**config.mk**
```make
export PLATFORM = sky130hd
export DESIGN_NAME = breakpoint_gain_interpolator
export DESIGN_NICKNAME = d
export VERILOG_FILES = /design/src/hw/rtl/bgi_pkg.sv /design/src/hw/rtl/breakpoint_gain_interpolator.sv /design/src/hw/rtl/bgi_div.sv /design/src/hw/rtl/bgi_dpath.sv /design/src/hw/rtl/bgi_ctrl.sv
export VERILOG_INCLUDE_DIRS = /design/src /design/src/hw/rtl
export SDC_FILE = /design/constraint.sdc
export NUM_CORES = 2
export LEC_CHECK = 0
export BUFFER_PORTS_ARGS = -buffer_cell sky130_fd_sc_hd__buf_2
export CORE_ASPECT_RATIO = 0.8
export CORE_MARGIN = 2
export CORE_UTILIZATION = 47
export DETAILED_ROUTE_END_ITERATION = 10
export PLACE_DENSITY = 0.65
export SKIP_LAST_GASP = 1
export SLEW_MARGIN = 10
export SYNTH_ARGS = -nofsm -noshare
export SYNTH_HDL_FRONTEND = slang
export SYNTH_HIERARCHICAL = 1
export SYNTH_SLANG_ARGS = --single-unit
```
**constraint.sdc**
```tcl
create_clock -name clk -period 11.1 [get_ports clk]
set_clock_uncertainty 0.2 [all_clocks]
set_input_delay 1.665 -clock clk [delete_from_list [all_inputs] [get_ports clk]]
set_output_delay 1.665 -clock clk [all_outputs]
set_load 0.01 [all_outputs]
```
**src/hw/rtl/breakpoint_gain_interpolator_assert.svh**
```systemverilog
// Assertion macros used by the top-level RTL.
`ifndef BREAKPOINT_GAIN_INTERPOLATOR_ASSERT_SVH
`define BREAKPOINT_GAIN_INTERPOLATOR_ASSERT_SVH

// Same-cycle implication, sampled on clk, off during reset.
`define BGI_ASSERT_IMP(lbl, ante, cons) \
	lbl: assert property (@(posedge clk) disable iff (!arst_n) (ante) |-> (cons)) \
		else $error("bgi assertion failed");

// Next-cycle implication, sampled on clk, off during reset.
`define BGI_ASSERT_NXT(lbl, ante, cons) \
	lbl: assert property (@(posedge clk) disable iff (!arst_n) (ante) |=> (cons)) \
		else $error("bgi assertion failed");

`endif

```
**src/hw/rtl/bgi_pkg.sv**
```systemverilog
`default_nettype none
package bgi_pkg;

	localparam int DEPTH = 32;
	localparam int IDX_W = $clog2(DEPTH);
	localparam int CNT_W = $clog2(DEPTH + 1);
	localparam int DVD_W = 32;
	localparam int DSR_W = 16;
	localparam int DCNT_W = $clog2(DVD_W);

	typedef enum logic [1:0] {
		KIND_INSERT = 2'd0,
		KIND_INTERP = 2'd1,
		KIND_REMOVE = 2'd2,
		KIND_COUNT  = 2'd3
	} kind_t;

	typedef enum logic [3:0] {
		S_IDLE,
		S_FIND,
		S_FEND,
		S_SHUP,
		S_SHUP_WR,
		S_SHDN,
		S_SHDN_WR,
		S_DIV,
		S_DIVW
	} state_t;

	typedef enum logic [2:0] {
		RD_IDX,
		RD_ZERO,
		RD_P1,
		RD_M1,
		RD_PC
	} rd_sel_t;

	typedef struct packed {
		logic    load;
		rd_sel_t rd_sel;
		logic    advance;
		logic    idx_inc;
		logic    idx_dec;
		logic    idx_to_used;
		logic    idx_to_start;
		logic    save_start;
		logic    set_count;
		logic    wr_new;
		logic    wr_copy;
		logic    used_inc;
		logic    used_sub;
		logic    mul;
		logic    div_start;
		logic    set_gain_rd;
		logic    set_gain_prev;
		logic    set_gain_div;
		logic    set_full;
		logic    finish;
	} cmd_t;

	typedef struct packed {
		kind_t kind;
		logic  in_range;
		logic  lt_key;
		logic  lt_end;
		logic  eq_key;
		logic  idx_zero;
		logic  used_zero;
		logic  used_full;
		logic  range_empty;
		logic  at_start;
		logic  shdn_more;
		logic  div_done;
	} stat_t;

endpackage
`default_nettype wire

```
**src/hw/rtl/breakpoint_gain_interpolator.sv**
```systemverilog
// Breakpoint gain table with linear interpolation.
// Issue an item by raising start while busy is low; kind, key_time, range_end
// and gain_in are sampled at that edge. Kinds: insert, interpolate, remove
// range, count range. Exactly one result per item: done is high for one
// cycle with gain_out, point_count and table_full; the receiver cannot stall.
// The table is scanned one entry per cycle from index 0 (memory read port).
// Insert then moves each entry after the key up one place; remove moves
// the entries after the range down. Interpolation between points adds a
// bit-serial divider; busy stays high until done is issued.
// A new item may be started in the cycle done is high.
// Reset clears the point count and the controller; table contents are left
// as they are and only written entries are ever read.
`default_nettype none
module breakpoint_gain_interpolator (
	input  wire logic               clk,
	input  wire logic               arst_n,
	input  wire logic               start,
	output logic                    busy,
	input  wire logic [1:0]         kind,
	input  wire logic [15:0]        key_time,
	input  wire logic [15:0]        range_end,
	input  wire logic signed [15:0] gain_in,
	output logic                    done,
	output logic signed [15:0]      gain_out,
	output logic [5:0]              point_count,
	output logic                    table_full
);

	bgi_pkg::cmd_t  cmd;
	bgi_pkg::stat_t stat;

	bgi_ctrl u_ctrl (
		.clk    (clk),
		.arst_n (arst_n),
		.start  (start),
		.stat   (stat),
		.cmd    (cmd),
		.busy   (busy)
	);

	bgi_dpath u_dpath (
		.clk         (clk),
		.arst_n      (arst_n),
		.cmd         (cmd),
		.kind        (kind),
		.key_time    (key_time),
		.range_end   (range_end),
		.gain_in     (gain_in),
		.stat        (stat),
		.done        (done),
		.gain_out    (gain_out),
		.point_count (point_count),
		.table_full  (table_full)
	);

`include "breakpoint_gain_interpolator_assert.svh"

	`BGI_ASSERT_IMP(a_done_idle, done, !busy)
	`BGI_ASSERT_NXT(a_start_busy, start && !busy, busy)
	`BGI_ASSERT_IMP(a_full_clean, done && table_full, gain_out == 16'sd0 && point_count == 6'd0)

endmodule
`default_nettype wire

```
**src/hw/rtl/bgi_div.sv**
```systemverilog
`default_nettype none
module bgi_div (
	input  wire logic                       clk,
	input  wire logic                       arst_n,
	input  wire logic                       start,
	input  wire logic [bgi_pkg::DVD_W-1:0]  dividend,
	input  wire logic [bgi_pkg::DSR_W-1:0]  divisor,
	output logic      [bgi_pkg::DVD_W-1:0]  quotient,
	output logic                            done
);

	logic                         run_q;
	logic                         done_q;
	logic [bgi_pkg::DCNT_W-1:0]   cnt_q;
	logic [bgi_pkg::DVD_W-1:0]    dvd_q;
	logic [bgi_pkg::DSR_W-1:0]    dsr_q;
	logic [bgi_pkg::DSR_W-1:0]    rem_q;
	logic [bgi_pkg::DSR_W:0]      trial;
	logic                         qbit;

	assign trial = {rem_q, dvd_q[bgi_pkg::DVD_W-1]};
	assign qbit  = trial >= {1'b0, dsr_q};

	always_ff @(posedge clk or negedge arst_n) begin
		if (!arst_n) begin
			run_q  <= 1'b0;
			done_q <= 1'b0;
			cnt_q  <= '0;
		end else begin
			done_q <= 1'b0;
			if (start) begin
				run_q <= 1'b1;
				cnt_q <= '0;
			end else if (run_q) begin
				cnt_q <= cnt_q + 1'b1;
				if (cnt_q == bgi_pkg::DCNT_W'(bgi_pkg::DVD_W - 1)) begin
					run_q  <= 1'b0;
					done_q <= 1'b1;
				end
			end
		end
	end

	// one quotient bit per cycle, shifted into the dividend register
	always_ff @(posedge clk) begin
		if (start) begin
			dvd_q <= dividend;
			dsr_q <= divisor;
			rem_q <= '0;
		end else if (run_q) begin
			rem_q <= qbit ? bgi_pkg::DSR_W'(trial - {1'b0, dsr_q})
			              : trial[bgi_pkg::DSR_W-1:0];
			dvd_q <= {dvd_q[bgi_pkg::DVD_W-2:0], qbit};
		end
	end

	assign quotient = dvd_q;
	assign done     = done_q;

endmodule
`default_nettype wire

```
**src/hw/rtl/bgi_dpath.sv**
```systemverilog
`default_nettype none
module bgi_dpath (
	input  wire logic                clk,
	input  wire logic                arst_n,
	input  wire bgi_pkg::cmd_t       cmd,
	input  wire logic [1:0]          kind,
	input  wire logic [15:0]         key_time,
	input  wire logic [15:0]         range_end,
	input  wire logic signed [15:0]  gain_in,
	output bgi_pkg::stat_t           stat,
	output logic                     done,
	output logic signed [15:0]       gain_out,
	output logic [5:0]               point_count,
	output logic                     table_full
);

	logic [15:0] mem_t [bgi_pkg::DEPTH];
	logic [15:0] mem_g [bgi_pkg::DEPTH];
	logic [15:0] t_rd, g_rd;
	logic [bgi_pkg::IDX_W-1:0] raddr, waddr;
	logic [15:0] wt, wg;
	logic        we;

	bgi_pkg::kind_t kind_q;
	logic [15:0] key_q, rend_q, gin_q;
	logic [15:0] prev_t_q, prev_g_q;
	logic [bgi_pkg::CNT_W-1:0] idx_q, start_q, count_q, used_q, span;
	logic signed [33:0] prod_q;
	logic [15:0] dt_q;
	logic signed [16:0] dg;
	logic [15:0] dk;
	logic [31:0] mag;
	logic [31:0] quot;
	logic        div_done;
	logic [15:0] qadj;
	logic [15:0] res_gain_q;
	logic [bgi_pkg::CNT_W-1:0] res_cnt_q;
	logic        res_full_q, done_q;
	logic [bgi_pkg::CNT_W:0] reach;

	always_comb begin
		unique case (cmd.rd_sel)
			bgi_pkg::RD_IDX:  raddr = idx_q[bgi_pkg::IDX_W-1:0];
			bgi_pkg::RD_ZERO: raddr = '0;
			bgi_pkg::RD_P1:   raddr = bgi_pkg::IDX_W'(idx_q + 1'b1);
			bgi_pkg::RD_M1:   raddr = bgi_pkg::IDX_W'(idx_q - 1'b1);
			bgi_pkg::RD_PC:   raddr = bgi_pkg::IDX_W'(idx_q + count_q);
			default:          raddr = idx_q[bgi_pkg::IDX_W-1:0];
		endcase
	end

	assign we    = cmd.wr_new | cmd.wr_copy;
	assign waddr = idx_q[bgi_pkg::IDX_W-1:0];
	assign wt    = cmd.wr_new ? key_q : t_rd;
	assign wg    = cmd.wr_new ? gin_q : g_rd;

	always_ff @(posedge clk) begin
		if (we) begin
			mem_t[waddr] <= wt;
			mem_g[waddr] <= wg;
		end
		t_rd <= mem_t[raddr];
		g_rd <= mem_g[raddr];
	end

	assign span  = idx_q - start_q;
	assign dg    = $signed({g_rd[15], g_rd}) - $signed({prev_g_q[15], prev_g_q});
	assign dk    = key_q - prev_t_q;
	assign mag   = prod_q[33] ? 32'(-prod_q) : prod_q[31:0];
	assign qadj  = prod_q[33] ? 16'(-quot[15:0]) : quot[15:0];
	assign reach = {1'b0, idx_q} + {1'b0, count_q};

	always_ff @(posedge clk) begin
		if (cmd.load) begin
			kind_q <= bgi_pkg::kind_t'(kind);
			key_q  <= key_time;
			rend_q <= range_end;
			gin_q  <= gain_in;
		end
		if (cmd.advance) begin
			prev_t_q <= t_rd;
			prev_g_q <= g_rd;
		end
		if (cmd.save_start) start_q <= idx_q;
		if (cmd.set_count)  count_q <= span;
		if (cmd.mul) begin
			prod_q <= dg * $signed({1'b0, dk});
			dt_q   <= t_rd - prev_t_q;
		end
	end

	always_ff @(posedge clk or negedge arst_n) begin
		if (!arst_n) begin
			idx_q      <= '0;
			used_q     <= '0;
			res_gain_q <= '0;
			res_cnt_q  <= '0;
			res_full_q <= 1'b0;
			done_q     <= 1'b0;
		end else begin
			done_q <= cmd.finish;
			if (cmd.load)                         idx_q <= '0;
			else if (cmd.advance || cmd.idx_inc)  idx_q <= idx_q + 1'b1;
			else if (cmd.idx_dec)                 idx_q <= idx_q - 1'b1;
			else if (cmd.idx_to_used)             idx_q <= used_q;
			else if (cmd.idx_to_start)            idx_q <= start_q;
			if (cmd.used_inc)      used_q <= used_q + 1'b1;
			else if (cmd.used_sub) used_q <= used_q - count_q;
			if (cmd.load) begin
				res_gain_q <= '0;
				res_cnt_q  <= '0;
				res_full_q <= 1'b0;
			end
			if (cmd.set_count)     res_cnt_q  <= span;
			if (cmd.set_full)      res_full_q <= 1'b1;
			if (cmd.set_gain_rd)   res_gain_q <= g_rd;
			if (cmd.set_gain_prev) res_gain_q <= prev_g_q;
			if (cmd.set_gain_div)  res_gain_q <= prev_g_q + qadj;
		end
	end

	bgi_div u_div (
		.clk      (clk),
		.arst_n   (arst_n),
		.start    (cmd.div_start),
		.dividend (mag),
		.divisor  (dt_q),
		.quotient (quot),
		.done     (div_done)
	);

	always_comb begin
		stat.kind        = kind_q;
		stat.in_range    = idx_q < used_q;
		stat.lt_key      = stat.in_range && (t_rd < key_q);
		stat.lt_end      = stat.in_range && (t_rd < rend_q);
		stat.eq_key      = stat.in_range && (t_rd == key_q);
		stat.idx_zero    = idx_q == '0;
		stat.used_zero   = used_q == '0;
		stat.used_full   = used_q == bgi_pkg::CNT_W'(bgi_pkg::DEPTH);
		stat.range_empty = rend_q <= key_q;
		stat.at_start    = idx_q == start_q;
		stat.shdn_more   = reach < {1'b0, used_q};
		stat.div_done    = div_done;
	end

	assign done        = done_q;
	assign gain_out    = $signed(res_gain_q);
	assign point_count = 6'(res_cnt_q);
	assign table_full  = res_full_q;

endmodule
`default_nettype wire

```
**src/hw/rtl/bgi_ctrl.sv**
```systemverilog
`default_nettype none
module bgi_ctrl (
	input  wire logic            clk,
	input  wire logic            arst_n,
	input  wire logic            start,
	input  wire bgi_pkg::stat_t  stat,
	output bgi_pkg::cmd_t        cmd,
	output logic                 busy
);

	bgi_pkg::state_t state_q, state_d;

	always_ff @(posedge clk or negedge arst_n) begin
		if (!arst_n) state_q <= bgi_pkg::S_IDLE;
		else         state_q <= state_d;
	end

	always_comb begin
		state_d = state_q;
		unique case (state_q)
			bgi_pkg::S_IDLE: if (start) state_d = bgi_pkg::S_FIND;
			bgi_pkg::S_FIND: begin
				if (!stat.lt_key) begin
					unique case (stat.kind)
						bgi_pkg::KIND_INSERT:
							if (stat.eq_key || stat.used_full) state_d = bgi_pkg::S_IDLE;
							else                               state_d = bgi_pkg::S_SHUP;
						bgi_pkg::KIND_INTERP:
							if (stat.used_zero || !stat.in_range || stat.idx_zero || stat.eq_key)
								state_d = bgi_pkg::S_IDLE;
							else
								state_d = bgi_pkg::S_DIV;
						default:
							if (stat.range_empty) state_d = bgi_pkg::S_IDLE;
							else                  state_d = bgi_pkg::S_FEND;
					endcase
				end
			end
			bgi_pkg::S_FEND: begin
				if (!stat.lt_end) begin
					if (stat.kind == bgi_pkg::KIND_COUNT || stat.at_start)
						state_d = bgi_pkg::S_IDLE;
					else
						state_d = bgi_pkg::S_SHDN;
				end
			end
			bgi_pkg::S_SHUP:
				state_d = stat.at_start ? bgi_pkg::S_IDLE : bgi_pkg::S_SHUP_WR;
			bgi_pkg::S_SHUP_WR: state_d = bgi_pkg::S_SHUP;
			bgi_pkg::S_SHDN:
				state_d = stat.shdn_more ? bgi_pkg::S_SHDN_WR : bgi_pkg::S_IDLE;
			bgi_pkg::S_SHDN_WR: state_d = bgi_pkg::S_SHDN;
			bgi_pkg::S_DIV:     state_d = bgi_pkg::S_DIVW;
			bgi_pkg::S_DIVW:    if (stat.div_done) state_d = bgi_pkg::S_IDLE;
			default:            state_d = bgi_pkg::S_IDLE;
		endcase
	end

	always_comb begin
		cmd = '0;
		cmd.rd_sel = bgi_pkg::RD_IDX;
		unique case (state_q)
			bgi_pkg::S_IDLE: begin
				cmd.rd_sel = bgi_pkg::RD_ZERO;
				cmd.load   = start;
			end
			bgi_pkg::S_FIND: begin
				if (stat.lt_key) begin
					cmd.advance = 1'b1;
					cmd.rd_sel  = bgi_pkg::RD_P1;
				end else begin
					unique case (stat.kind)
						bgi_pkg::KIND_INSERT: begin
							if (stat.eq_key) begin
								cmd.wr_new = 1'b1;
								cmd.finish = 1'b1;
							end else if (stat.used_full) begin
								cmd.set_full = 1'b1;
								cmd.finish   = 1'b1;
							end else begin
								cmd.save_start  = 1'b1;
								cmd.idx_to_used = 1'b1;
							end
						end
						bgi_pkg::KIND_INTERP: begin
							if (stat.used_zero) begin
								cmd.finish = 1'b1;
							end else if (!stat.in_range) begin
								cmd.set_gain_prev = 1'b1;
								cmd.finish        = 1'b1;
							end else if (stat.idx_zero || stat.eq_key) begin
								cmd.set_gain_rd = 1'b1;
								cmd.finish      = 1'b1;
							end else begin
								cmd.mul = 1'b1;
							end
						end
						default: begin
							if (stat.range_empty) cmd.finish     = 1'b1;
							else                  cmd.save_start = 1'b1;
						end
					endcase
				end
			end
			bgi_pkg::S_FEND: begin
				if (stat.lt_end) begin
					cmd.advance = 1'b1;
					cmd.rd_sel  = bgi_pkg::RD_P1;
				end else begin
					cmd.set_count = 1'b1;
					if (stat.kind == bgi_pkg::KIND_COUNT || stat.at_start)
						cmd.finish = 1'b1;
					else
						cmd.idx_to_start = 1'b1;
				end
			end
			bgi_pkg::S_SHUP: begin
				if (stat.at_start) begin
					cmd.wr_new   = 1'b1;
					cmd.used_inc = 1'b1;
					cmd.finish   = 1'b1;
				end else begin
					cmd.rd_sel = bgi_pkg::RD_M1;
				end
			end
			bgi_pkg::S_SHUP_WR: begin
				cmd.wr_copy = 1'b1;
				cmd.idx_dec = 1'b1;
			end
			bgi_pkg::S_SHDN: begin
				if (stat.shdn_more) begin
					cmd.rd_sel = bgi_pkg::RD_PC;
				end else begin
					cmd.used_sub = 1'b1;
					cmd.finish   = 1'b1;
				end
			end
			bgi_pkg::S_SHDN_WR: begin
				cmd.wr_copy = 1'b1;
				cmd.idx_inc = 1'b1;
			end
			bgi_pkg::S_DIV: cmd.div_start = 1'b1;
			bgi_pkg::S_DIVW: begin
				if (stat.div_done) begin
					cmd.set_gain_div = 1'b1;
					cmd.finish       = 1'b1;
				end
			end
			default: cmd.rd_sel = bgi_pkg::RD_IDX;
		endcase
	end

	assign busy = state_q != bgi_pkg::S_IDLE;

endmodule
`default_nettype wire
```
Word-level counts from Yosys, hierarchy flattened. Memories as Yosys holds them, arrays and structs flattened. A register that Yosys moved wholly into a read port is not among the register bits. Cells that the tools add are included.

Bits in registers: 255. Memory bits (writable): 1024. Bits of input ports: 53. Word-level logic and storage cells: 200. Memories: 2.

Add/sub/neg operators: 15. Multipliers: 1. Magnitude comparators: 6. Equality and inequality tests: 22. Multiplexer cells: 106. Bitwise logic cells: 1. Reductions and logical operators: 24.

Memories: u_dpath.mem_g (depth 32, width 16, read ports 1, clocked after Yosys merged registers in 1, wr ports 1, line bgi_dpath.sv:18) `logic [15:0] mem_g [bgi_pkg::DEPTH];`; u_dpath.mem_t (depth 32, width 16, read ports 1, clocked after Yosys merged registers in 1, wr ports 1, line bgi_dpath.sv:17) `logic [15:0] mem_t [bgi_pkg::DEPTH];`.

Operators with widths (count): $mux 16 (8); $mux 32 (3); $mux 1 (55); $mux 6 (9); $sub 16x16->16 (3); $pmux 4 s9 (1); $mul 17x17->34 (1); $lt 16x16->1 (2); $neg 32->32 (1); $mux 3 (7); $pmux 5 s4 (1); $mux 2 (9); $ge 17x16->1 (1); $sub 16x16->17 (1); $add 16x16->16 (1); $eq 16x16->1 (1); $eq 4x3->1 const B (4); $le 16x16->1 (1); $mux 4 (4); $neg 16->16 (1); $pmux 3 s5 (1); $add 6x1->6 const B (2); $logic_not 6->1 (2); $sub 6x6->6 (2); 34 further kinds (54).

Logic depth before layout (Yosys ltp).
Word-level depth: 12. Mapped depth: 34. Gate-level depth less buffers: 32.

By module. The synthesis kept the hierarchy.

Modules (own cells, without submodules): bgi_dpath (times used 1, cells an instance 5433, area each 64017.6 µm²); bgi_div (times used 1, cells an instance 305, area each 3709.8 µm²); bgi_ctrl (times used 1, cells an instance 80, area each 601.8 µm²).

Worst setup path after synthesis. Ideal clock, no wire load.

Path kind: flip-flop to flip-flop. From: reg u_dpath.prev_g_q[0]. To: reg u_dpath.prod_q[33] (data pin). Library setup time: 0.260 ns. Data arrival time: 7.771 ns. Data required time: 10.640 ns. Slack: 2.869 ns. Cell stages (with the launch flop): 29. Buffers on the path: 0. Clock period less this slack: 8.231 ns. Cells stage by stage: edfxtp_1 ha_1 fa_1 nor2b_1 o31a_1 o211ai_1 a21o_1 and4b_1 o31ai_1 a2bb2oi_2 nor2_1 fa_1 inv_1 fa_1 inv_1 fa_1 fa_1 fa_1 inv_1 fa_1 inv_1 ha_1 a21oi_1 nor3b_1 o2111ai_1 a2111oi_1 o31ai_1 a21oi_1 xnor2_1.

Longest elaborated chain between the ends: 2.

Ends and longest elaborated chain: start, declared (line bgi_dpath.sv:26) `logic [15:0] prev_t_q, prev_g_q;`; start signal, assigned (line bgi_dpath.sv:82) `prev_g_q <= g_rd;`; $sub 16x16->17 (line bgi_dpath.sv:67) `assign dg = $signed({g_rd[15], g_rd}) - $signed({prev_g_q[15], prev_g_q});`; $mul 17x17->34 (line bgi_dpath.sv:87) `prod_q <= dg * $signed({1'b0, dk});`; end signal, assigned (line bgi_dpath.sv:87); end, declared (line bgi_dpath.sv:28) `logic signed [33:0] prod_q;`.

No other way between the ends. A chain may end at the register's enable or synchronous reset.

Worst setup path in the final report.
From: reg u_dpath.g_rd[0], read port of u_dpath.mem_g. To: reg u_dpath.prod_q[33] (data pin).

Longest elaborated chain between the ends: 2.

Ends and longest elaborated chain: start, declared (line bgi_dpath.sv:19) `logic [15:0] t_rd, g_rd;`; $sub 16x16->17 (line bgi_dpath.sv:67); $mul 17x17->34 (line bgi_dpath.sv:87).

No other way between the ends.

==> results.py <==
metrics = {
    "status": {
        "status": "complete, no violations",
    },
    "floorplanning": {
        "die-area_um2": 148000,
        "pin_count": 78,
        "die_y_um": 345,
        "initial_utilization": 0.472,
        "core_um2": 145000,
        "fp-row-count": 125,
        "dieWidth_um": 430,
    },
    "clocking": {
        "cts_buffer_depth": 3,
        "cts_setup_buffers": 0,
        "root_buffer": "clkbuf_16",
        "h-tree-depth": 4,
        "postCtsHoldBufs": 0,
        "cts_sinks": 1310,
        "clock_latency_ps": 780,
        "cts_tree": "yes",
        "clk_transition_reported_paths_ps": 60,
        "cts_buffers": 137,
        "ctsResizeCount": 0,
    },
    "worst_setup_path": {
        "crit_top_cell": "fa_1",
        "cpMaxStageDelayCell": "o31ai_1",
        "crit_type": "flip-flop to flip-flop",
        "cp.required_ps": 11420,
        "cp-end-kind": "flip-flop",
        "cp-start-kind": "flip-flop",
        "critPathMaxFanout": 10,
        "cp.arrival_ps": 10000,
        "slowest_delay_ps": 760,
    },
    "logic_synthesis": {
        "syn-cell-area_um2": 68300,
        "postSynthAreaPerCell_um2": 11.7,
        "synth_edf_count": 1215,
        "synth.distinct_cells": 98,
        "synth_flop_cell": "edfxtp_1",
        "syn_inst": 5818,
        "yosys.area.top_type": "edfxtp_1",
        "syn_nets": 6404,
        "synth_top_area_frac": 0.534,
        "synth_seq_cells": 1310,
        "synth_area_leaders": "edfxtp_1 (53%), fa_1 (8.4%), nand2_1 (6.8%)",
        "ys_seq_area_frac": 0.565,
        "ys.warnings.count": 6,
        "async_flop_share": 0.0359,
    },
    "grt": {
        "overflow": 0,
        "grt_start_max_net_pins": 147,
        "antenna_found_initial": 6,
        "grt_pass1_vias": 44127,
        "grt_pass1_wl_um": 284000,
        "track_usage": 0.254,
    },
    "timing": {
        "rsz0062_at_grt": "false",
        "finalSetupViolCount": 0,
        "period_needed_ps": 9670,
        "worstMarginPinSlew_ps": 1310,
        "final-max-slew-violation-count": 0,
        "hold_viol": 0,
        "fmax_mhz": 103,
        "period_share": 0.871,
        "max_slew_margin": 0.125,
        "fin_setup_tns_ps": 0,
    },
    "placed_design": {
        "io_buffer_count": 77,
        "gp_congestion": 0.931,
        "place_hpwl_um": 115000,
    },
    "final_layout": {
        "area_growth_pct": 10.9,
        "nNetsFinal": 6453,
        "drive_gt1_frac": 0.0953,
    },
    "min_path": {
        "hp-class": "flip-flop to flip-flop",
    },
    "routing": {
        "ant_nets": 0,
        "avgRoutedWirePerCell_um": 24.1,
        "vias": 46278,
        "routed_via_density": 5.87,
        "first_pass_iters": 6,
        "drt_iter0_markers": 5807,
        "drc": 0,
        "wirelength_um": 190000,
    },
    "run": {
        "maxCapViolations": 0,
    },
}
[worst paths after layout]
| kind | start | to | slack [ps] | cells past startpoint |
|---|---|---|---|---|
| hold reg to reg | u_dpath/dt_q[15] | u_dpath/u_div/dsr_q[15] | 220 | 0 |
| hold / removal | u_dpath/dt_q[15] | u_dpath/u_div/dsr_q[15] | 220 | 0 |
| setup / recovery | u_dpath/g_rd[0] | u_dpath/prod_q[33] | 1430 | 29 |
| max in group asynchronous | arst_n | u_dpath/gain_out[4] | 9410 | 2 |
| min in group asynchronous | arst_n | u_dpath/point_count[1] | 830 | 2 |
| setup reg to reg | u_dpath/g_rd[0] | u_dpath/prod_q[33] | 1430 | 29 |
[cell usage after synthesis (all sizes together), types with 31 or more instances]
library cell  count
nand2          1235
edfxtp         1215
inv             473
fa              287
nand3           275
ha              246
nor2            215
a311oi          196
clkbuf          180
and3            142
xnor2           125
o21ai           108
buf             107
a21oi           103
a31oi            74
nor3             71
nand2b           65
mux2             62
a21o             53
dfxtp            48
dfrtp            47
xor2             47
nor2b            41
a22o             38
o21a             32
and2             31
[layout by cell type (no fill, tap or decap), drive strengths merged, types with 65 or more instances in the layout]
| cell | netlist | routed |
|---|---|---|
| fa | 287 | 287 |
| ha | 246 | 246 |
| buf | 107 | 197 |
| nand2 | 1235 | 1235 |
| nor3 | 71 | 71 |
| o21ai | 108 | 108 |
| a311oi | 196 | 196 |
| a31oi | 74 | 74 |
| inv | 473 | 481 |
| and3 | 142 | 142 |
| xnor2 | 125 | 125 |
| a21oi | 103 | 103 |
| nor2 | 215 | 215 |
| edfxtp | 1215 | 1215 |
| nand3 | 275 | 275 |
| nand2b | 65 | 65 |
| clkbuf | 180 | 185 |
[registers in the layout (all words and copies together) (netlist names), 32 cells and up]
name and count:
u_dpath/mem_g 512, u_dpath/mem_t 512, u_dpath/prod_q 33, u_dpath/u_div/quotient 32
[cell families (layout without fill, tap and decap cells)]
logic type,Yosys count,count (layout),synth area share
other,0,2,0
buffers and inverters,760,923,0.0432
and+or+nand+nor,2187,2187,0.143
AOI/OAI and AO/OA,776,776,0.0842
xor gates and xnor gates,172,172,0.0220
adders and majority gates,533,533,0.129
muxes,80,80,0.0129
DFF,1310,1310,0.565
[layer usage]
layer | GRT usage | wire [um]
met3 | 0.0418 | 17900
met4 | 0.0816 | 6330
met1 | 0.381 | 82300
met2 | 0.378 | 83200
met5 | 0 | 34
[through the flow]
stage | instance area (um^2) | utilization | std cells | setup slack, ps | hold slack (ps)
2_1_floorplan | 68300 | - | 5818 | 2870 | 200
3_3_place_gp | 71300 | 0.493 | 7631 | 1830 | 203
3_5_place_dp | 71400 | 0.493 | 7633 | 1670 | 206
4_1_cts | 75800 | 0.523 | 7886 | 1630 | 220
5_1_grt | 75800 | 0.523 | 7887 | 866 | 223
6_report | 75800 | 0.523 | 7888 | 1430 | 216
[critical path, delay by kind of cell (launching register included)]
kind / cells / cell delay (ps)
adders and majority gates: 9 / 4180
and+or+nand+nor: 4 / 800
buffers and inverters: 5 / 620
xor gates and xnor gates: 1 / 90
DFF: 1 / 370
AOI/OAI and AO/OA: 10 / 3150
[cell type report]
cell class | instances | area (um^2)
diodes | 2 | 5.00
clock buffers | 185 | 3720
well taps | 1905 | 2380
repair buffers | 197 | 1410
clock inverters | 68 | 672
multi-input cells | 3748 | 27200
fillers | 12266 | 69000
flip-flops and latches | 1310 | 38600
inverters | 473 | 1780
Power is not shown: default switching activity piles up to over one toggle a cycle in this logic, so the estimate is an artifact.
